File: src/sv/lfu_page_replacement_macros.svh
// ----------------------------------------------------------------------------
// LFU page replacement assertion macros
// Shorthand for clocked checks, held off while reset is asserted.
// ----------------------------------------------------------------------------
`ifndef LFU_PAGE_REPLACEMENT_MACROS_SVH
`define LFU_PAGE_REPLACEMENT_MACROS_SVH

// Check that a consequent holds in the same cycle as its antecedent
`define LFU_ASSERT_SAME(label, ante, cons) \
    label: assert property (@(posedge i_clk) disable iff (!i_rst_n) \
        (ante) |-> (cons)) else $error("lfu_page_replacement check failed");

// Check that a consequent holds in the cycle after its antecedent
`define LFU_ASSERT_NEXT(label, ante, cons) \
    label: assert property (@(posedge i_clk) disable iff (!i_rst_n) \
        (ante) |=> (cons)) else $error("lfu_page_replacement check failed");

`endif

File: src/sv/lfu_pkg.sv
`timescale 1ns / 1ps
// ----------------------------------------------------------------------------
// LFU page replacement package
// Sizes and derived constants shared by the replacement logic.
// ----------------------------------------------------------------------------
package lfu_pkg;

    localparam int NUM_FRAMES = 4;
    localparam int PAGE_BITS  = 8;
    localparam int COUNT_BITS = 16;

    localparam int NUM_PAGES = 1 << PAGE_BITS;
    localparam int FRAME_W   = (NUM_FRAMES > 1) ? $clog2(NUM_FRAMES) : 1;
    localparam int FILL_W    = $clog2(NUM_FRAMES + 1);
    localparam int FAULT_W   = 32;

    typedef logic [PAGE_BITS-1:0]  t_page;
    typedef logic [COUNT_BITS-1:0] t_count;
    typedef logic [FRAME_W-1:0]    t_frame;
    typedef logic [FILL_W-1:0]     t_fill;
    typedef logic [FAULT_W-1:0]    t_fault;

    localparam t_count COUNT_MAX = '1;
    localparam t_fault FAULT_MAX = '1;

    // Saturating increment of a use or history count
    function automatic t_count sat_inc(input t_count v);
        return (v == COUNT_MAX) ? v : v + t_count'(1);
    endfunction

endpackage

File: src/sv/lfu_page_replacement.sv
`timescale 1ns / 1ps
// ----------------------------------------------------------------------------
// LFU page replacement unit
// Tracks resident pages in a small frame set and replaces the least used.
// ----------------------------------------------------------------------------
// Usage:
//   Present a page reference on i_page_number and raise start; the transfer
//   takes place at the rising edge where start is high and busy is low.
//   busy stays low, so a new reference may be given in every cycle.
//   The history table read is issued at the transfer edge; the next cycle
//   does the frame match, the minimum-count victim search and the table
//   write-back, and registers the result. o_done is high for one cycle
//   together with o_was_hit, o_frame_index, o_evicted_valid,
//   o_evicted_page, o_use_count and o_fault_total. Throughput is one
//   reference per cycle; a reference that follows the same page directly
//   takes the history value forwarded from the write-back instead of the
//   stale table read.
//   The receiver cannot stall: each result is shown for exactly one cycle.
//   Reset (synchronous, active low) empties all frames, zeroes the fault
//   count and clears the per-page history valid bits all at once, so there
//   is no clearing pass.
// ----------------------------------------------------------------------------
`include "lfu_page_replacement_macros.svh"

module lfu_page_replacement
    import lfu_pkg::*;
(
    input  logic        i_clk,
    input  logic        i_rst_n,
    input  logic        start,
    output logic        busy,
    input  logic [7:0]  i_page_number,
    output logic        o_done,
    output logic        o_was_hit,
    output logic [1:0]  o_frame_index,
    output logic        o_evicted_valid,
    output logic [7:0]  o_evicted_page,
    output logic [15:0] o_use_count,
    output logic [31:0] o_fault_total
);

    // Frame and counter state
    t_page  r_frame_page  [NUM_FRAMES];
    t_count r_frame_count [NUM_FRAMES];
    t_fill  r_fill;
    t_fault r_fault;

    // History table with per-entry valid bits
    t_count                 r_hist_mem [NUM_PAGES];
    logic [NUM_PAGES-1:0]   r_hist_vld;

    // Stage after the transfer
    logic   r_s1_valid;
    t_page  r_s1_page;
    t_count r_mem_rd;
    logic   r_rd_vld;
    logic   r_fwd;
    t_count r_fwd_val;

    // Result register
    logic        r_done;
    logic        r_was_hit;
    logic [1:0]  r_frame_index;
    logic        r_evicted_valid;
    logic [7:0]  r_evicted_page;
    logic [15:0] r_use_count;
    logic [31:0] r_fault_total;

    logic   accept;
    t_page  in_page;
    t_count hist_old;
    t_count n_hist;
    logic   hit;
    logic   full;
    t_frame slot;
    t_count n_count;
    t_page  n_ev_page;
    t_fault n_fault;

    assign busy    = 1'b0;
    assign accept  = start && !busy;
    assign in_page = t_page'(i_page_number);

    // Pick the history value: forwarded, stored, or cleared
    assign hist_old = r_fwd ? r_fwd_val : (r_rd_vld ? r_mem_rd : '0);
    assign n_hist   = sat_inc(hist_old);

    // Match, victim search and frame update values
    always_comb begin
        t_count best;
        t_frame vic;
        hit  = 1'b0;
        slot = '0;
        for (int i = 0; i < NUM_FRAMES; i++) begin
            if (!hit && (FILL_W'(i) < r_fill) && (r_frame_page[i] == r_s1_page)) begin
                hit  = 1'b1;
                slot = FRAME_W'(i);
            end
        end
        best = r_frame_count[0];
        vic  = '0;
        for (int i = 1; i < NUM_FRAMES; i++) begin
            if (r_frame_count[i] < best) begin
                best = r_frame_count[i];
                vic  = FRAME_W'(i);
            end
        end
        full      = (r_fill == FILL_W'(NUM_FRAMES));
        n_ev_page = '0;
        if (hit) begin
            n_count = sat_inc(r_frame_count[slot]);
        end else if (!full) begin
            slot    = r_fill[FRAME_W-1:0];
            n_count = t_count'(1);
        end else begin
            slot      = vic;
            n_count   = n_hist;
            n_ev_page = r_frame_page[vic];
        end
        n_fault = (!hit && (r_fault != FAULT_MAX)) ? r_fault + t_fault'(1) : r_fault;
    end

    // Advance the reference into the compute stage
    always_ff @(posedge i_clk) begin
        if (!i_rst_n) begin
            r_s1_valid <= 1'b0;
        end else begin
            r_s1_valid <= accept;
        end
        if (accept) begin
            r_s1_page <= in_page;
            r_rd_vld  <= r_hist_vld[in_page];
            r_fwd     <= r_s1_valid && (r_s1_page == in_page);
            r_fwd_val <= n_hist;
        end
    end

    // Read and write the history table
    always_ff @(posedge i_clk) begin
        if (accept) begin
            r_mem_rd <= r_hist_mem[in_page];
        end
        if (r_s1_valid) begin
            r_hist_mem[r_s1_page] <= n_hist;
        end
    end

    // Mark history entries as written
    always_ff @(posedge i_clk) begin
        if (!i_rst_n) begin
            r_hist_vld <= '0;
        end else if (r_s1_valid) begin
            r_hist_vld[r_s1_page] <= 1'b1;
        end
    end

    // Update frames, fill pointer and fault count
    always_ff @(posedge i_clk) begin
        if (!i_rst_n) begin
            r_fill  <= '0;
            r_fault <= '0;
        end else if (r_s1_valid) begin
            r_fault <= n_fault;
            if (!hit && !full) begin
                r_fill <= r_fill + t_fill'(1);
            end
        end
        if (r_s1_valid) begin
            r_frame_count[slot] <= n_count;
            if (!hit) begin
                r_frame_page[slot] <= r_s1_page;
            end
        end
    end

    // Register the result
    always_ff @(posedge i_clk) begin
        if (!i_rst_n) begin
            r_done <= 1'b0;
        end else begin
            r_done <= r_s1_valid;
        end
        if (r_s1_valid) begin
            r_was_hit       <= hit;
            r_frame_index   <= 2'(slot);
            r_evicted_valid <= !hit && full;
            r_evicted_page  <= 8'(n_ev_page);
            r_use_count     <= 16'(n_count);
            r_fault_total   <= 32'(n_fault);
        end
    end

    assign o_done          = r_done;
    assign o_was_hit       = r_was_hit;
    assign o_frame_index   = r_frame_index;
    assign o_evicted_valid = r_evicted_valid;
    assign o_evicted_page  = r_evicted_page;
    assign o_use_count     = r_use_count;
    assign o_fault_total   = r_fault_total;

    // Checks
    `LFU_ASSERT_NEXT(a_transfer_to_stage, accept, r_s1_valid)
    `LFU_ASSERT_NEXT(a_stage_to_result, r_s1_valid, o_done)
    `LFU_ASSERT_SAME(a_evict_on_fault, o_done && o_evicted_valid, !o_was_hit)
    `LFU_ASSERT_SAME(a_fault_counted, o_done && !o_was_hit, o_fault_total != 32'd0)
    `LFU_ASSERT_SAME(a_fill_bound, 1'b1, r_fill <= FILL_W'(NUM_FRAMES))

endmodule

File: config.mk
export PLATFORM = sky130hd
export DESIGN_NAME = lfu_page_replacement
export DESIGN_NICKNAME = d
export VERILOG_FILES = /design/src/sv/lfu_pkg.sv /design/src/sv/lfu_page_replacement.sv
export VERILOG_INCLUDE_DIRS = /design/src /design/src/sv
export SDC_FILE = /design/constraint.sdc
export NUM_CORES = 2
export LEC_CHECK = 0
export BUFFER_PORTS_ARGS = -buffer_cell sky130_fd_sc_hd__buf_2
export CAP_MARGIN = 10
export CORE_UTILIZATION = 49
export DETAILED_ROUTE_END_ITERATION = 10
export SLEW_MARGIN = 0
export SYNTH_ARGS = -nofsm -noshare
export SYNTH_HDL_FRONTEND = slang
export SYNTH_MEMORY_MAX_BITS = 65536
export SYNTH_SLANG_ARGS = --single-unit
File: constraint.sdc
create_clock -name i_clk -period 19.9 [get_ports i_clk]
set_input_delay 5.97 -clock i_clk [delete_from_list [all_inputs] [get_ports i_clk]]
set_output_delay 5.97 -clock i_clk [all_outputs]
set_load 0.1 [all_outputs]
==> results.sh <==
export IMPL_outcome="finished, final reports clean"
export IMPL_yosysSeqAreaShare_pct=75.8
export IMPL_hp_class="reg -> reg"
export IMPL_power_density_nw_per_um2=101
export IMPL_synth_top_area_cell="edfxtp_1"
export IMPL_fillers=26400
export IMPL_ir_worst_vdd_mv=0.0809
export IMPL_antenna_found_initial=37
export IMPL_rows=220
export IMPL_async_flop_share_pct=0
export IMPL_end_kind="register"
export IMPL_syn_avg_cell_area_um2=22.7
export IMPL_layout_setup_ws_ns=9.56
export IMPL_cts_sink_count=4587
export IMPL_crit_type="in -> reg"
export IMPL_synth_enable_flop_cells=4294
export IMPL_maxSlewViolCount=0
export IMPL_synth_cell_types=82
export IMPL_final_common_cell="edfxtp_1"
export IMPL_die_area_um2=365000
export IMPL_power_internal_mw=15.9
export IMPL_drv_cap=0
export IMPL_io_buffers=71
export IMPL_rsz0062_at_grt="false"
export IMPL_die_x_um=604
export IMPL_synth_fp_nets=7902
export IMPL_synth_top_area_share_pct=72.5
export IMPL_overflow=0
export IMPL_grtUsageTotal_pct=25.5
export IMPL_pre_cts_ws_ns=8.43
export IMPL_final_cell_mix="4,294 x edfxtp_1, 1,445 x mux4_2, 471 x clkbuf_16"
export IMPL_cts_setup_buffers=0
export IMPL_wirelength_um=464000
export IMPL_maxSlewHeadroom_pct=2.45
export IMPL_fmax_ghz=0.0967
export IMPL_ys_flop_type="edfxtp_1"
export IMPL_coreArea_um2=360000
export IMPL_fin_crit_sh_pct=52.0
export IMPL_p_seq_share_pct=52.4
export IMPL_clkLatencyLatePin_ns=1.01
export IMPL_cts_max_level=5
export IMPL_wl_per_cell_um=34.5
export IMPL_critPathArrivalTime_ns=11.09
export IMPL_clk_path_buf_depth=4
export IMPL_period_minus_slack_ns=10.34
export IMPL_synth_seq_cells=4587
export IMPL_via_per_inst=6.36
export IMPL_setup_tns_ns=0
export IMPL_worst_slew_pin_slew_ns=1.46
export IMPL_path_max_fanout=76
export IMPL_clock_skew_ns=0.0541
export IMPL_drtIter0Drc=10900
export IMPL_p_total_mw=20.4
export IMPL_place_inst=12600
export IMPL_dpl_hpwl_um=262000
export IMPL_path_clk_slew_ns=0.06
export IMPL_dr_pass1_iters=7
export IMPL_ios=73
export IMPL_gp_congestion=0.827
export IMPL_p_leak_nw=63.4
export IMPL_hold_buffers=0
export IMPL_grt_pass1_vias=85800
export IMPL_fin_cells=13500
export IMPL_crit_path_start_kind="primary input"
export IMPL_grt_pass1_wl_um=656000
export IMPL_setup_violations=0
export IMPL_clock_power_share_pct=42.1
export IMPL_ctsResizeCount=0
export IMPL_grt_start_max_net_pins=238
export IMPL_hold_viol_final=0
export IMPL_fin_nets=8337
export IMPL_clockRootBuffer="clkbuf_16"
export IMPL_ant_nets=0
export IMPL_ys_warn_count=0
export IMPL_die_h_um=604
export IMPL_vias=85700
export IMPL_combPwrFrac_pct=5.5
export IMPL_syn_area_um2=178000
export IMPL_switching_share_pct=21.7
export IMPL_synthToLayoutAreaGrowth_pct=13.2
export IMPL_finish_utilization_pct=55.9
export IMPL_drcViolationCount=0
export IMPL_start_util_pct=49.4
export IMPL_required_ns=20.64
export IMPL_synthTopCellsByArea="edfxtp_1 73%, mux4_2 18%, dfxtp_1 3.3%, o21a_1 1.1%, nor2_1 0.70%"
export IMPL_cts_buffers=465
export IMPL_switchingPower_mw=4.43
export IMPL_tritoncts="yes"
export IMPL_synthCells=7841
export IMPL_drive_above_1_share_pct=31.9
## flip-flops by register name, summed over array words and instances (netlist names)
register	count
r_fill	3
r_rd_vld	1
r_fault	32
r_fwd_val	16
o_evicted_valid	1
o_was_hit	1
o_evicted_page	8
r_mem_rd	16
r_hist_mem	4096
o_use_count	16
r_s1_page	8
r_hist_vld	256
o_fault_total	32
o_frame_index	2
o_done	1
r_fwd	1
r_frame_count	64
r_s1_valid	1
r_frame_page	32
## synthesized netlist by cell type, types with 8 or more instances
cell / number
edfxtp_1: 4294
nor2b_1: 14
a21oi_1: 53
mux4_2: 1445
o2111ai_1: 8
nand2_1: 91
xor2_1: 38
o21ai_0: 40
nor3_1: 10
buf_1: 106
and3_1: 12
or3_1: 14
a21o_1: 16
o21a_1: 261
nand3_1: 72
mux2i_1: 52
a21boi_0: 11
nor2_1: 332
nand4_1: 30
dfxtp_1: 293
and2_1: 32
ha_1: 50
and4_1: 8
inv_1: 31
clkbuf_1: 321
xnor2_1: 66
mux2_2: 10
## stage by stage
stage	hold slack [ns]	instance area (um2)
finish	0.459	201000
global route	0.473	201000
CTS	0.462	201000
detailed placement	0.448	186000
global placement	0.440	186000
floorplan	0.435	178000
## final cells by class
class / instances / area, um2 / share of cell area, %
inverter: 31 / 116 / 0.0578
antenna: 15 / 37.5 / 0.0187
tap: 4773 / 5970 / 2.97
timing repair buffer: 413 / 3220 / 1.60
clock inverter: 230 / 2200 / 1.09
multi-input combinational: 2778 / 42100 / 20.9
sequential: 4587 / 135000 / 67.0
clock buffer: 639 / 12800 / 6.34
## layer usage
metal	global-route usage [%]	part of all wire (%)	wire length [um]	vias to the layer above
met4	5.80	2.4	11100	18
li1	-	-	-	34200
met2	40.1	48	221000	3872
met3	4.49	8.5	39200	644
met1	37.5	41	192000	47000
met5	0	0.026	121	-
## cell families (layout without fill, tap and decap cells)
logic type / count (synthesis) / count (layout) / synth area share [%]
compound gates: 444 / 444 / 1.78
simple gates: 668 / 668 / 1.81
flops: 4587 / 4587 / 75.8
fa+ha+maj: 50 / 50 / 0.352
xor+xnor: 105 / 105 / 0.521
buf+inv: 476 / 1313 / 1.06
other cells: 1 / 16 / 0.00211
mux: 1510 / 1510 / 18.7
## power by group through the flow
stage	Clock, mW	Combinational (mW)	Sequential (mW)
4_1_cts	8.69	1.13	10.7
6_report	8.57	1.12	10.7
3_3_place_gp	0	1.11	10.9
3_5_place_dp	0	1.13	10.9
2_1_floorplan	0	0.643	11.0
5_1_grt	9.05	1.18	10.7
## path summary, 6_finish.rpt
kind | start | endpoint | slack (ns) | depth (start not counted)
min | r_hist_vld[15] | r_hist_vld[15] | 0.46 | 1
max | i_page_number[1] | r_mem_rd[10] | 9.56 | 8
max reg2reg | r_frame_count[1][9] | r_frame_count[0][9] | 10.54 | 27
min reg2reg | r_hist_vld[15] | r_hist_vld[15] | 0.46 | 1
## critical path, stage by stage
cell and delay [ns]:
buf_8 0.46, buf_4 0.77, buf_4 0.67, buf_4 0.71, mux4_2 0.43, mux4_2 0.58, mux4_2 0.64, mux4_2 0.49
No activity file was read; power rests on OpenSTA's default activity.
